**config.mk**
```make
export PLATFORM = sky130hd
export DESIGN_NAME = line_printer_canonicalizer
export DESIGN_NICKNAME = d
export VERILOG_FILES = /design/src/design/lpc_pkg.sv /design/src/design/lpc_front.sv /design/src/design/lpc_queue.sv /design/src/design/lpc_back.sv /design/src/design/line_printer_canonicalizer.sv
export SDC_FILE = /design/constraint.sdc
export NUM_CORES = 1
export LEC_CHECK = 0
export BUFFER_PORTS_ARGS = -buffer_cell sky130_fd_sc_hd__buf_2
export CORE_ASPECT_RATIO = 0.75
export CORE_UTILIZATION = 50
export CTS_CLUSTER_DIAMETER = 40
export DETAILED_ROUTE_END_ITERATION = 10
export PLACE_DENSITY = 0.69
export SYNTH_ARGS = -nofsm -noshare
export SYNTH_HDL_FRONTEND = slang
export SYNTH_SLANG_ARGS = --single-unit
```
**constraint.sdc**
```tcl
create_clock -name clock -period 9.3 [get_ports clock]
set_input_delay 0.465 -clock clock [delete_from_list [all_inputs] [get_ports clock]]
set_output_delay 0.465 -clock clock [all_outputs]
set_load 0.02 [all_outputs]
```
**src/design/lpc_pkg.sv**
```systemverilog
// Package for the line printer canonicalizer: shared types, character codes and limits.
// Used by every module of the block. It depends on nothing else.
package lpc_pkg;

   // Column widths and limits
   localparam int unsigned COL_W                = 10;
   localparam int unsigned PCOL_W               = 8;
   localparam int unsigned CHAR_W               = 8;
   localparam logic [COL_W-1:0] LOGICAL_COLUMN_LIMIT = COL_W'(1000);
   localparam logic [7:0]  PRINT_WIDTH_RESET    = 8'd132;
   localparam logic [COL_W:0] TAB_STEP          = (COL_W+1)'(8);
   localparam logic [COL_W:0] TAB_STOP_MASK     = ~((COL_W+1)'(7));

   // Register file
   localparam int unsigned CSR_INDEX_W          = 1;
   localparam int unsigned CSR_DATA_W           = 8;
   localparam logic [CSR_INDEX_W-1:0] CSR_CAPS_MODE   = 1'b0;
   localparam logic [CSR_INDEX_W-1:0] CSR_PRINT_WIDTH = 1'b1;

   // Queue between the front and back ends
   localparam int unsigned QUEUE_DEPTH          = 2;
   localparam int unsigned QUEUE_PTR_W          = $clog2(QUEUE_DEPTH);
   localparam int unsigned QUEUE_CNT_W          = $clog2(QUEUE_DEPTH + 1);

   // Character codes
   localparam logic [CHAR_W-1:0] CHAR_BS        = 8'h08;
   localparam logic [CHAR_W-1:0] CHAR_TAB       = 8'h09;
   localparam logic [CHAR_W-1:0] CHAR_NL        = 8'h0A;
   localparam logic [CHAR_W-1:0] CHAR_FF        = 8'h0C;
   localparam logic [CHAR_W-1:0] CHAR_CR        = 8'h0D;
   localparam logic [CHAR_W-1:0] CHAR_SPACE     = 8'h20;
   localparam logic [CHAR_W-1:0] CHAR_HYPHEN    = 8'h2D;
   localparam logic [CHAR_W-1:0] CHAR_LOWER_A   = 8'h61;
   localparam logic [CHAR_W-1:0] CHAR_LOWER_Z   = 8'h7A;
   localparam logic [CHAR_W-1:0] CASE_OFFSET    = 8'h20;
   localparam logic [CHAR_W-1:0] CHAR_LBRACE    = 8'h7B;
   localparam logic [CHAR_W-1:0] CHAR_RBRACE    = 8'h7D;
   localparam logic [CHAR_W-1:0] CHAR_BACKQUOTE = 8'h60;
   localparam logic [CHAR_W-1:0] CHAR_BAR       = 8'h7C;
   localparam logic [CHAR_W-1:0] CHAR_TILDE     = 8'h7E;
   localparam logic [CHAR_W-1:0] CHAR_LPAREN    = 8'h28;
   localparam logic [CHAR_W-1:0] CHAR_RPAREN    = 8'h29;
   localparam logic [CHAR_W-1:0] CHAR_QUOTE     = 8'h27;
   localparam logic [CHAR_W-1:0] CHAR_BANG      = 8'h21;
   localparam logic [CHAR_W-1:0] CHAR_CARET     = 8'h5E;

   // Operation that the back end carries out for one request
   typedef enum logic [2:0] {
      OP_PRINT,
      OP_OVER,
      OP_SPACE,
      OP_TAB,
      OP_CR,
      OP_BS,
      OP_NL,
      OP_FF
   } op_type;

   // One classified request as it sits in the queue
   typedef struct packed {
      op_type            op;
      logic [CHAR_W-1:0] ch;
   } entry_type;

   // One result as held in the output register
   typedef struct packed {
      logic              return_first;
      logic [7:0]        space_count;
      logic [CHAR_W-1:0] out_char;
      logic              last;
   } result_type;

endpackage

```
**src/design/lpc_front.sv**
```systemverilog
// Front end of the line printer canonicalizer: classifies each request byte.
// Depends on lpc_pkg; feeds lpc_queue.
module lpc_front (
   input  logic                    req_tvalid,
   output logic                    req_tready,
   input  logic [7:0]              req_tdata,
   input  logic                    caps_mode,
   input  logic                    queue_full,
   output logic                    push,
   output lpc_pkg::entry_type      entry
);
   import lpc_pkg::*;

   // A request goes straight into the queue whenever there is room.
   assign req_tready = !queue_full;
   assign push       = req_tvalid && !queue_full;

   // Map the byte to an operation; caps mode folds case and picks overstrike substitutes.
   always_comb begin
      entry.op = OP_PRINT;
      entry.ch = req_tdata;
      priority if (caps_mode && req_tdata >= CHAR_LOWER_A && req_tdata <= CHAR_LOWER_Z) begin
         entry.ch = req_tdata - CASE_OFFSET;
      end else if (caps_mode && req_tdata == CHAR_LBRACE) begin
         entry.op = OP_OVER;
         entry.ch = CHAR_LPAREN;
      end else if (caps_mode && req_tdata == CHAR_RBRACE) begin
         entry.op = OP_OVER;
         entry.ch = CHAR_RPAREN;
      end else if (caps_mode && req_tdata == CHAR_BACKQUOTE) begin
         entry.op = OP_OVER;
         entry.ch = CHAR_QUOTE;
      end else if (caps_mode && req_tdata == CHAR_BAR) begin
         entry.op = OP_OVER;
         entry.ch = CHAR_BANG;
      end else if (caps_mode && req_tdata == CHAR_TILDE) begin
         entry.op = OP_OVER;
         entry.ch = CHAR_CARET;
      end else if (req_tdata == CHAR_SPACE) begin
         entry.op = OP_SPACE;
      end else if (req_tdata == CHAR_TAB) begin
         entry.op = OP_TAB;
      end else if (req_tdata == CHAR_FF) begin
         entry.op = OP_FF;
      end else if (req_tdata == CHAR_NL) begin
         entry.op = OP_NL;
      end else if (req_tdata == CHAR_CR) begin
         entry.op = OP_CR;
      end else if (req_tdata == CHAR_BS) begin
         entry.op = OP_BS;
      end else begin
         entry.op = OP_PRINT;
      end
   end

endmodule

```
**src/design/lpc_queue.sv**
```systemverilog
// Short queue of classified requests between the front and back ends.
// Depends on lpc_pkg for the entry type and depth.
module lpc_queue (
   input  logic                    clock,
   input  logic                    reset,
   input  logic                    push,
   input  lpc_pkg::entry_type      push_entry,
   output logic                    full,
   input  logic                    pop,
   output logic                    head_valid,
   output lpc_pkg::entry_type      head_entry
);
   import lpc_pkg::*;

   entry_type                slot_ff [QUEUE_DEPTH];
   logic [QUEUE_PTR_W-1:0]   wr_ptr_ff, wr_ptr_in;
   logic [QUEUE_PTR_W-1:0]   rd_ptr_ff, rd_ptr_in;
   logic [QUEUE_CNT_W-1:0]   count_ff, count_in;

   assign full       = (count_ff == QUEUE_CNT_W'(QUEUE_DEPTH));
   assign head_valid = (count_ff != '0);
   assign head_entry = slot_ff[rd_ptr_ff];

   // Pointer and fill count updates
   always_comb begin
      wr_ptr_in = wr_ptr_ff;
      rd_ptr_in = rd_ptr_ff;
      count_in  = count_ff;
      if (push) begin
         wr_ptr_in = (wr_ptr_ff == QUEUE_PTR_W'(QUEUE_DEPTH - 1)) ? '0
                     : wr_ptr_ff + QUEUE_PTR_W'(1);
      end
      if (pop) begin
         rd_ptr_in = (rd_ptr_ff == QUEUE_PTR_W'(QUEUE_DEPTH - 1)) ? '0
                     : rd_ptr_ff + QUEUE_PTR_W'(1);
      end
      if (push && !pop) begin
         count_in = count_ff + QUEUE_CNT_W'(1);
      end else if (pop && !push) begin
         count_in = count_ff - QUEUE_CNT_W'(1);
      end
   end

   always_ff @(posedge clock) begin
      if (reset) begin
         wr_ptr_ff <= '0;
         rd_ptr_ff <= '0;
         count_ff  <= '0;
      end else begin
         wr_ptr_ff <= wr_ptr_in;
         rd_ptr_ff <= rd_ptr_in;
         count_ff  <= count_in;
      end
   end

   // Storage needs no reset.
   always_ff @(posedge clock) begin
      if (push) begin
         slot_ff[wr_ptr_ff] <= push_entry;
      end
   end

endmodule

```
**src/design/lpc_back.sv**
```systemverilog
// Back end of the line printer canonicalizer: keeps the column state, runs one output step per
// cycle unless a result must wait for the output register, and holds the result register. Depends on lpc_pkg.
module lpc_back (
   input  logic                    clock,
   input  logic                    reset,
   input  logic [7:0]              print_width,
   input  logic                    head_valid,
   input  lpc_pkg::entry_type      head_entry,
   output logic                    pop,
   output logic                    rsp_valid,
   input  logic                    rsp_ready,
   output lpc_pkg::result_type     rsp_result
);
   import lpc_pkg::*;

   logic [COL_W-1:0]   lc_ff, lc_in;
   logic [PCOL_W-1:0]  pc_ff, pc_in;
   logic               lsp_ff, lsp_in;
   logic               phase_ff, phase_in;
   logic               valid_ff, valid_in;
   result_type         result_ff;

   logic [CHAR_W-1:0]  cur_ch;
   logic [COL_W:0]     lc_inc_wide;
   logic [COL_W-1:0]   lc_inc_sat;
   logic [COL_W:0]     lc_tab_wide;
   logic [COL_W-1:0]   lc_tab_sat;
   logic [COL_W-1:0]   lc_dec;
   logic [COL_W-1:0]   lc_over;
   logic               over_last;
   logic               print_ok;
   logic               ret;
   logic               ff_dropped;
   logic               emit;
   logic               done;
   logic               slot_free;
   logic               advance;
   result_type         step_result;

   // The second step of an overstrike prints a hyphen when it falls inside the print width.
   assign cur_ch = phase_ff ? CHAR_HYPHEN : head_entry.ch;

   // Column arithmetic, saturated at the logical limit
   assign lc_inc_wide = {1'b0, lc_ff} + (COL_W+1)'(1);
   assign lc_inc_sat  = (lc_inc_wide > {1'b0, LOGICAL_COLUMN_LIMIT}) ? LOGICAL_COLUMN_LIMIT
                        : lc_inc_wide[COL_W-1:0];
   assign lc_tab_wide = ({1'b0, lc_ff} + TAB_STEP) & TAB_STOP_MASK;
   assign lc_tab_sat  = (lc_tab_wide > {1'b0, LOGICAL_COLUMN_LIMIT}) ? LOGICAL_COLUMN_LIMIT
                        : lc_tab_wide[COL_W-1:0];
   assign lc_dec      = (lc_ff == '0) ? '0 : lc_ff - COL_W'(1);
   // After the substitute the column steps back for the hyphen.
   assign lc_over     = lc_inc_sat - COL_W'(1);
   assign over_last   = !(lc_over < {{(COL_W-8){1'b0}}, print_width});

   // Printable step: the head returns first when it is right of the column.
   assign print_ok   = lc_ff < {{(COL_W-8){1'b0}}, print_width};
   assign ret        = {{(COL_W-PCOL_W){1'b0}}, pc_ff} > lc_ff;
   assign ff_dropped = !lsp_ff && (pc_ff == '0);

   // One step of the current request
   always_comb begin
      lc_in                    = lc_ff;
      pc_in                    = pc_ff;
      lsp_in                   = lsp_ff;
      phase_in                 = phase_ff;
      emit                     = 1'b0;
      done                     = 1'b1;
      step_result.return_first = ret;
      step_result.space_count  = lc_ff[PCOL_W-1:0] - (ret ? '0 : pc_ff);
      step_result.out_char     = cur_ch;
      step_result.last         = 1'b1;
      unique case (head_entry.op)
         OP_PRINT: begin
            emit  = print_ok;
            lc_in = lc_inc_sat;
            if (print_ok) begin
               pc_in = lc_ff[PCOL_W-1:0] + PCOL_W'(1);
            end
         end
         OP_OVER: begin
            emit = print_ok;
            if (print_ok) begin
               pc_in = lc_ff[PCOL_W-1:0] + PCOL_W'(1);
            end
            if (!phase_ff) begin
               lc_in            = lc_over;
               step_result.last = over_last;
               phase_in         = 1'b1;
               done             = 1'b0;
            end else begin
               lc_in    = lc_inc_sat;
               phase_in = 1'b0;
            end
         end
         OP_SPACE: begin
            lc_in = lc_inc_sat;
         end
         OP_TAB: begin
            lc_in = lc_tab_sat;
         end
         OP_CR: begin
            lc_in = '0;
         end
         OP_BS: begin
            lc_in = lc_dec;
         end
         OP_NL: begin
            emit                     = 1'b1;
            step_result.return_first = 1'b0;
            step_result.space_count  = '0;
            lc_in                    = '0;
            pc_in                    = '0;
            lsp_in                   = 1'b1;
         end
         OP_FF: begin
            if (!ff_dropped) begin
               emit                     = 1'b1;
               step_result.return_first = 1'b0;
               step_result.space_count  = '0;
               lc_in                    = '0;
               pc_in                    = '0;
               lsp_in                   = 1'b0;
            end
         end
         default: begin
            lc_in = lc_ff;
         end
      endcase
   end

   // A step goes ahead when it sends nothing or the output register can take it.
   assign slot_free = !valid_ff || rsp_ready;
   assign advance   = head_valid && (!emit || slot_free);
   assign pop       = advance && done;

   always_comb begin
      valid_in = valid_ff;
      if (advance && emit) begin
         valid_in = 1'b1;
      end else if (rsp_ready) begin
         valid_in = 1'b0;
      end
   end

   // Control state
   always_ff @(posedge clock) begin
      if (reset) begin
         lc_ff    <= '0;
         pc_ff    <= '0;
         lsp_ff   <= 1'b0;
         phase_ff <= 1'b0;
         valid_ff <= 1'b0;
      end else begin
         valid_ff <= valid_in;
         if (advance) begin
            lc_ff    <= lc_in;
            pc_ff    <= pc_in;
            lsp_ff   <= lsp_in;
            phase_ff <= phase_in;
         end
      end
   end

   // Output payload register
   always_ff @(posedge clock) begin
      if (advance && emit) begin
         result_ff <= step_result;
      end
   end

   assign rsp_valid  = valid_ff;
   assign rsp_result = result_ff;

endmodule

```
**src/design/line_printer_canonicalizer.sv**
```systemverilog
// Line printer canonicalizer: takes one byte per request and sends out what the
// printer must print. A front end classifies each byte and places it in a two-entry
// queue; a back end keeps the logical column, the physical column and the top-of-page
// flag and works through the queue one output step per cycle into a result register, unless
// that register is still held by an untaken result. The back end handles a request in one
// step, or in a substitute step and then a hyphen step when caps mode overstrikes it; that
// back-end step is what sets the rate. When nothing stalls, the first result of a request
// passes through the queue slot and then the result register before it is offered. Each result
// is a character with an optional carriage return and a count of spaces to send before
// it; tlast marks the final result of a request, and a request may give none.
// Registers: index 0 caps_mode (bit 0), index 1 print_width (reset 132). Write them
// only while the block is idle. Depends on lpc_pkg, lpc_front, lpc_queue and lpc_back.
module line_printer_canonicalizer (
   input  logic         clock,
   input  logic         reset,
   input  logic         req_tvalid,
   output logic         req_tready,
   input  logic [7:0]   req_tdata,   // [7:0] character
   output logic         rsp_tvalid,
   input  logic         rsp_tready,
   output logic [23:0]  rsp_tdata,   // [0] return_first, [8:1] space_count, [16:9] out_char
   output logic         rsp_tlast,
   input  logic         csr_wen,
   input  logic [lpc_pkg::CSR_INDEX_W-1:0] csr_index,
   input  logic [lpc_pkg::CSR_DATA_W-1:0]  csr_wdata
);
   import lpc_pkg::*;

   logic         caps_mode_ff;
   logic [7:0]   print_width_ff;
   logic         queue_full;
   logic         push;
   entry_type    push_entry;
   logic         pop;
   logic         head_valid;
   entry_type    head_entry;
   result_type   rsp_result;

   // Configuration registers
   always_ff @(posedge clock) begin
      if (reset) begin
         caps_mode_ff   <= 1'b0;
         print_width_ff <= PRINT_WIDTH_RESET;
      end else if (csr_wen) begin
         unique case (csr_index)
            CSR_CAPS_MODE:   caps_mode_ff   <= csr_wdata[0];
            CSR_PRINT_WIDTH: print_width_ff <= csr_wdata[7:0];
            default:         caps_mode_ff   <= caps_mode_ff;
         endcase
      end
   end

   lpc_front u_front (
      .req_tvalid (req_tvalid),
      .req_tready (req_tready),
      .req_tdata  (req_tdata),
      .caps_mode  (caps_mode_ff),
      .queue_full (queue_full),
      .push       (push),
      .entry      (push_entry)
   );

   lpc_queue u_queue (
      .clock      (clock),
      .reset      (reset),
      .push       (push),
      .push_entry (push_entry),
      .full       (queue_full),
      .pop        (pop),
      .head_valid (head_valid),
      .head_entry (head_entry)
   );

   lpc_back u_back (
      .clock       (clock),
      .reset       (reset),
      .print_width (print_width_ff),
      .head_valid  (head_valid),
      .head_entry  (head_entry),
      .pop         (pop),
      .rsp_valid   (rsp_tvalid),
      .rsp_ready   (rsp_tready),
      .rsp_result  (rsp_result)
   );

   // Pack the result fields, lowest first, padded to whole bytes.
   assign rsp_tdata = {7'b0, rsp_result.out_char, rsp_result.space_count,
                       rsp_result.return_first};
   assign rsp_tlast = rsp_result.last;

endmodule

```
After elaboration in Yosys (flattened, before gate mapping)
Memories as Yosys holds them, arrays and structs flattened. A register that Yosys moved wholly into a read port is not among the register bits.
Index checks and enable logic that the tools add are counted.
W data, S select, Z words.
{"block": "classes", "mux": 43, "bitwise": 2, "reduce_logical": 41, "eq_ne": 21, "order_cmp": 7, "addsub": 11}
{"op": "$pmux W10 S6", "n": 1}
{"op": "$mux W10", "n": 5}
{"op": "$mux W11", "n": 4}
{"op": "$eq A8 B4 Y1 const B", "n": 5}
{"op": "$eq A8 B7 Y1 const B", "n": 5}
{"op": "$mux W8", "n": 5}
{"op": "$mux W3", "n": 8}
{"op": "$pmux W8 S3", "n": 1}
{"op": "$gt A11 B10 Y1 const B", "n": 2}
{"op": "$lt A10 B8 Y1", "n": 2}
{"op": "$sub A10 B1 Y10 const B", "n": 2}
{"op": "$pmux W9 S2", "n": 1}
{"op": "$logic_and A1 B1 Y1", "n": 14}
{"op": "$mux W1", "n": 13}
{"op": "$eq A3 B3 Y1 const B", "n": 4}
{"op": "$add A10 B1 Y11 const B", "n": 1}
{"op": "$add A10 B4 Y11 const B", "n": 1}
{"op": "$gt A8 B10 Y1", "n": 1}
{"op": "$logic_not A10 Y1", "n": 1}
{"op": "$mux W9", "n": 1}
{"op": "$add A8 B1 Y8 const B", "n": 1}
{"op": "$eq A8 B6 Y1 const B", "n": 1}
{"op": "$ge A8 B7 Y1 const B", "n": 1}
{"op": "$le A8 B7 Y1 const B", "n": 1}
{"op": "other kinds (24)", "n": 44}
{"block": "totals", "n_memories": 1, "in_bits": 22, "reg_bits": 52, "out_inout_bits": 27, "mem_bits_rw": 22, "wordCells": 140}
{"name": "u_queue.slot_ff", "depth": 2, "width": 11, "read_ports": 1, "rd_clocked_by_memory_dff": 1, "wr": 1, "line_no": "lpc_queue.sv:15", "rtl": "entry_type slot_ff [QUEUE_DEPTH];"}

Longest topological paths before layout
{"block": "logic_depth", "ltp_word": 13, "mapped_depth": 20, "depth_no_buf": 19}

By module
From an unflattened synthesis, not the netlist that was laid out.
{"block": "unflattened", "hier_cells": 618, "hier_area_um2": 5546.6}
{"module": "lpc_back", "area_per_inst_um2": 3648.5, "cells_per_inst": 451, "n_inst": 1, "seq_area_each_um2": 960.9}
{"module": "lpc_queue", "area_per_inst_um2": 999.7, "cells_per_inst": 56, "n_inst": 1, "seq_area_each_um2": 760.7}
{"module": "line_printer_canonicalizer", "area_per_inst_um2": 464.2, "cells_per_inst": 46, "n_inst": 1, "seq_area_each_um2": 180.2}
{"module": "lpc_front", "area_per_inst_um2": 434.2, "cells_per_inst": 65, "n_inst": 1, "seq_area_each_um2": 0.0}

Least setup slack after synthesis
No wires, ideal clock.
{"block": "synth_timing", "path_type": "register to register", "start": "register u_back.lc_ff[1]", "end": "register u_back.result_ff, in the netlist u_back.rsp_result[0] (data pin)", "n_path_buf": 1, "path_slack_ns": 5.152, "synth_period_minus_slack_ns": 4.148, "stages_incl_launch_ff": 21, "setup_time_ns": 0.272, "arrival_time_ns": 3.876, "required_time_ns": 9.028, "cell_sequence": "dfxtp_1 -> ha_1 -> buf_6 -> nand2_4 -> or4_4 -> a221oi_2 -> nand4b_4 -> and2_4 -> nand2_1 -> ha_1 -> and2_1 -> and2_1 -> xor2_1 -> nor2_1 -> ha_1 -> nand2_1 -> nor2_1 -> a2111oi_0 -> nor2_1 -> nor3_1 -> o2111ai_1"}
{"block": "synth_via", "elab_chain_cells": 6}
{"item": "start, declared", "line_no": "lpc_back.sv:16", "rtl": "logic [COL_W-1:0] lc_ff, lc_in;"}
{"item": "start signal, assigned", "line_no": "lpc_back.sv:156", "rtl": "lc_ff <= lc_in;"}
{"item": "$add A10 B1 Y11 *", "line_no": "lpc_back.sv:44", "rtl": "assign lc_inc_wide = {1'b0, lc_ff} + (COL_W+1)'(1);"}
{"item": "$gt A11 B10 Y1", "line_no": "lpc_back.sv:45", "rtl": "assign lc_inc_sat = (lc_inc_wide > {1'b0, LOGICAL_COLUMN_LIMIT}) ? LOGICAL_COLUMN_LIMIT"}
{"item": "$mux W10 *", "line_no": "lpc_back.sv:45"}
{"item": "$sub A10 B1 Y10 *", "line_no": "lpc_back.sv:52", "rtl": "assign lc_over = lc_inc_sat - COL_W'(1);"}
{"item": "$lt A10 B8 Y1 *", "line_no": "lpc_back.sv:53", "rtl": "assign over_last = !(lc_over < {{(COL_W-8){1'b0}}, print_width});"}
{"item": "$logic_not A1 Y1 *", "line_no": "lpc_back.sv:53"}
{"item": "end signal, assigned", "line_no": "lpc_back.sv:167", "rtl": "result_ff <= step_result;"}
{"item": "end, declared", "line_no": "lpc_back.sv:21", "rtl": "result_type result_ff;"}
Every way passes the cells marked *; elsewhere a longest branch is shown, timed or not.
A chain may end at the register's enable or synchronous reset.

Final worst setup path
{"block": "layout_timing", "start": "register u_back.lc_ff[0]", "end": "register u_back.result_ff, in the netlist u_back.rsp_result[0] (data pin)"}
The elaborated chain is that of the path after synthesis.

==> run metrics <==
CTS root buf=clkbuf_16; CTS Buffer Depth=2; critical path peak fanout=15; clk sink count=75; Post-synth EDFFs=40; clock transition at the registers of the reported paths=0.06 ns; DR iter-0 viols=510; worst vdd ir=0.000143 V; dominant cell type by area after synthesis=edfxtp_1; die area=11200 sq um; top post-synthesis cells by count=66 x nor2_1, 53 x nand2_1, 42 x a21oi_1; status=complete, no violations; share of cells above drive strength 1=12.2%; Avg WL per Cell=18.3 microns; via count=4774; Worst Skew=0.00811 ns; CP Buf/Inv Count=0; first-pass GRT wire length=22900 microns; Post-CTS Setup Repair Bufs=0; gate count after technology mapping=620; async set-or-reset flop fraction in the synthesized netlist=0%; die height=92.0 microns; Hold WS=0.337 ns; max-cap violations=0; cell chain of the critical path=ha_1, nand2_4, or4_4, a221oi_2, nand4b_4, and2_4, nand2_1, ha_1, and2_1, and2_1, xor2_1, nor2_1, ha_1, nand2_1, nor2_1, a2111oi_0, nor2_1, nor3_1, o2111ai_1; CTS resizes=0; CTS tree=built; synth top area cells=edfxtp_1 22%, dfxtp_1 13%, ha_1 9.3%, nor2_1 4.6%, a21oi_1 3.9%; Period Utilization, post-route=53.9%; Post-Syn Area=5400 sq um; total gr overflow=0; n_diodes=0; post-route minimum period=5.01 ns; nets=708; Final WS setup=4.29 ns; syn avg cell area=8.71 sq um; Core ar.=10400 sq um; Hold Path Class=in -> reg; Yosys cell types=79; RePlAce Congestion=0.943; pwr dens=309 nW/um^2; Synth top area share=22.3%; highest clock rate=200 MHz; Crit path largest cell delay=0.66 ns; post-route ant nets=0; cts bufs inserted=9; Worst EP required=9.37 ns; vias in the first global route=4310; #FFs+latches synth=75; vias per inst=6.07; Hold Buf Count CTS=0; Worst Setup Start Kind=register; final wirelength=14400 microns; Top Ports=49; largest net degree at the start of global routing=37; Post-Layout Cell Count=786; die width=122 microns; Place WS=4.39 ns; Top FF cell, synth=edfxtp_1; Leakage Power=2.33 nW; Initial Util=52.1%; Worst-Skew Late Latency=0.35 ns; final slew viol count=0; endpoints failing hold=0; Synth warnings=0; CP Capture Type=register; port buffer count=41; first-pass iteration count of the detailed router=6; DP HPWL=10900 microns; worst path arrival time=5.08 ns; GRT Util Overall=27.1%; area grow syn2layout=9.41%; count leader, synth=nor2_1; drc violations=0; RSZ-0062 raised after global routing=no; H-tree levels=3; Setup-failing EPs final=0; Power Total=1.83 mW; Worst Tran Pin Value=0.922 ns; WS Path Type=reg -> reg; worst rel slew slack=38.1%; delay-heaviest family, CP=simple AND/OR/NAND/NOR gates; Max stage delay cell, worst path=dfxtp_1; sequential fraction of the synthesis area=35.2%; Fin Setup TNS=0 ns; row count=32; initial antenna violation count=0; dpl cells=770
registers in the layout, summed over array words and instances (netlist names), named ones only:
register,flops
u_back.phase_ff,1
caps_mode_ff,1
u_back.lsp_ff,1
u_back.rsp_result,18
u_queue.count_ff,2
u_back.pc_ff,8
u_queue.wr_ptr_ff,1
u_queue.slot_ff,22
u_queue.rd_ptr_ff,1
u_back.lc_ff,10
u_back.rsp_valid,1
print_width_ff,8
placed cells by master, fill, tap and decap left out, types with 3 or more instances in the layout:
| cell type | netlist | layout |
|---|---|---|
| o2111ai_1 | 3 | 3 |
| clkbuf_16 | 0 | 9 |
| ha_1 | 40 | 40 |
| o221ai_1 | 3 | 3 |
| a2111oi_0 | 3 | 3 |
| mux2i_1 | 8 | 8 |
| nand3_1 | 18 | 18 |
| inv_6 | 0 | 3 |
| and2_1 | 11 | 11 |
| nor2b_1 | 14 | 14 |
| nand2_1 | 53 | 53 |
| a21oi_1 | 42 | 42 |
| nor4_1 | 5 | 5 |
| a211oi_1 | 5 | 5 |
| and3_1 | 6 | 6 |
| a31oi_1 | 7 | 7 |
| nor2_1 | 66 | 66 |
| a21o_1 | 9 | 9 |
| nand4_1 | 5 | 5 |
| xor2_1 | 14 | 14 |
| nand3b_1 | 8 | 8 |
| edfxtp_1 | 40 | 40 |
| o21ai_0 | 26 | 26 |
| conb_1 | 1 | 7 |
| o22ai_1 | 5 | 5 |
| o211ai_1 | 8 | 8 |
| buf_4 | 9 | 4 |
| nor4b_1 | 4 | 4 |
| a311oi_1 | 3 | 3 |
| xnor2_1 | 19 | 19 |
| o21a_1 | 5 | 5 |
| buf_2 | 6 | 41 |
| nand2b_1 | 8 | 8 |
| dfxtp_1 | 35 | 35 |
| nor3_1 | 26 | 26 |
| inv_1 | 26 | 26 |
| a211o_1 | 4 | 4 |
| or3_1 | 3 | 3 |
final timing paths:
kind	endpoint	start	slack, ns	cells after the start
setup / recovery	u_back.rsp_result[0]	u_back.lc_ff[0]	4.29	19
hold reg to reg	print_width_ff[6]	print_width_ff[6]	0.46	2
hold / removal	print_width_ff[7]	csr_wdata[7]	0.34	3
setup reg to reg	u_back.rsp_result[0]	u_back.lc_ff[0]	4.29	19
stage by stage:
step	area, sq um	util (%)
6_report	5910	56.9
2_1_floorplan	5420	-
4_1_cts	5910	56.9
3_5_place_dp	5620	54.2
5_1_grt	5910	56.9
3_3_place_gp	5620	54.2
logic make-up after synthesis:
kind of cell	after synthesis	share of synthesized area, %
simple gates	245	23.3
compound gates	150	18.7
flops	75	35.2
buf+inv	65	5.70
fa+ha+maj	41	9.64
xor+xnor	34	5.66
mux	9	1.69
other cells	1	0.0695
layout make-up:
| class | count | area (sq um) |
|---|---|---|
| Fill cell | 926 | 4460 |
| Multi-Input combinational cell | 486 | 3210 |
| Sequential cell | 75 | 1900 |
| Timing Repair Buffer | 45 | 235 |
| Clock buffer | 9 | 225 |
| Tap cell | 136 | 170 |
| Inverter | 28 | 105 |
| Clock inverter | 7 | 57.6 |
worst register-to-register path, delay by kind of cell (launching register included):
family          cells  cell delay (ns)
compound gates      3             0.91
xor+xnor            1             0.16
fa+ha+maj           3             1.01
flops               1             0.66
simple gates       12             2.00
per-layer routing:
layer | global-route usage (%) | vias up | wire length [microns]
met5 | 0 | - | 0
met4 | 5.45 | 0 | 142
met3 | 6.28 | 18 | 1280
met2 | 37.7 | 220 | 5910
met1 | 41.8 | 2237 | 7060
li1 | - | 2299 | -
report_power, final:
group	switching (mW)	internal (mW)
Clock	0.148	0.185
Combinational	0.586	0.361
Sequential	0.0965	0.451
Power figures use the tool's default switching activity.
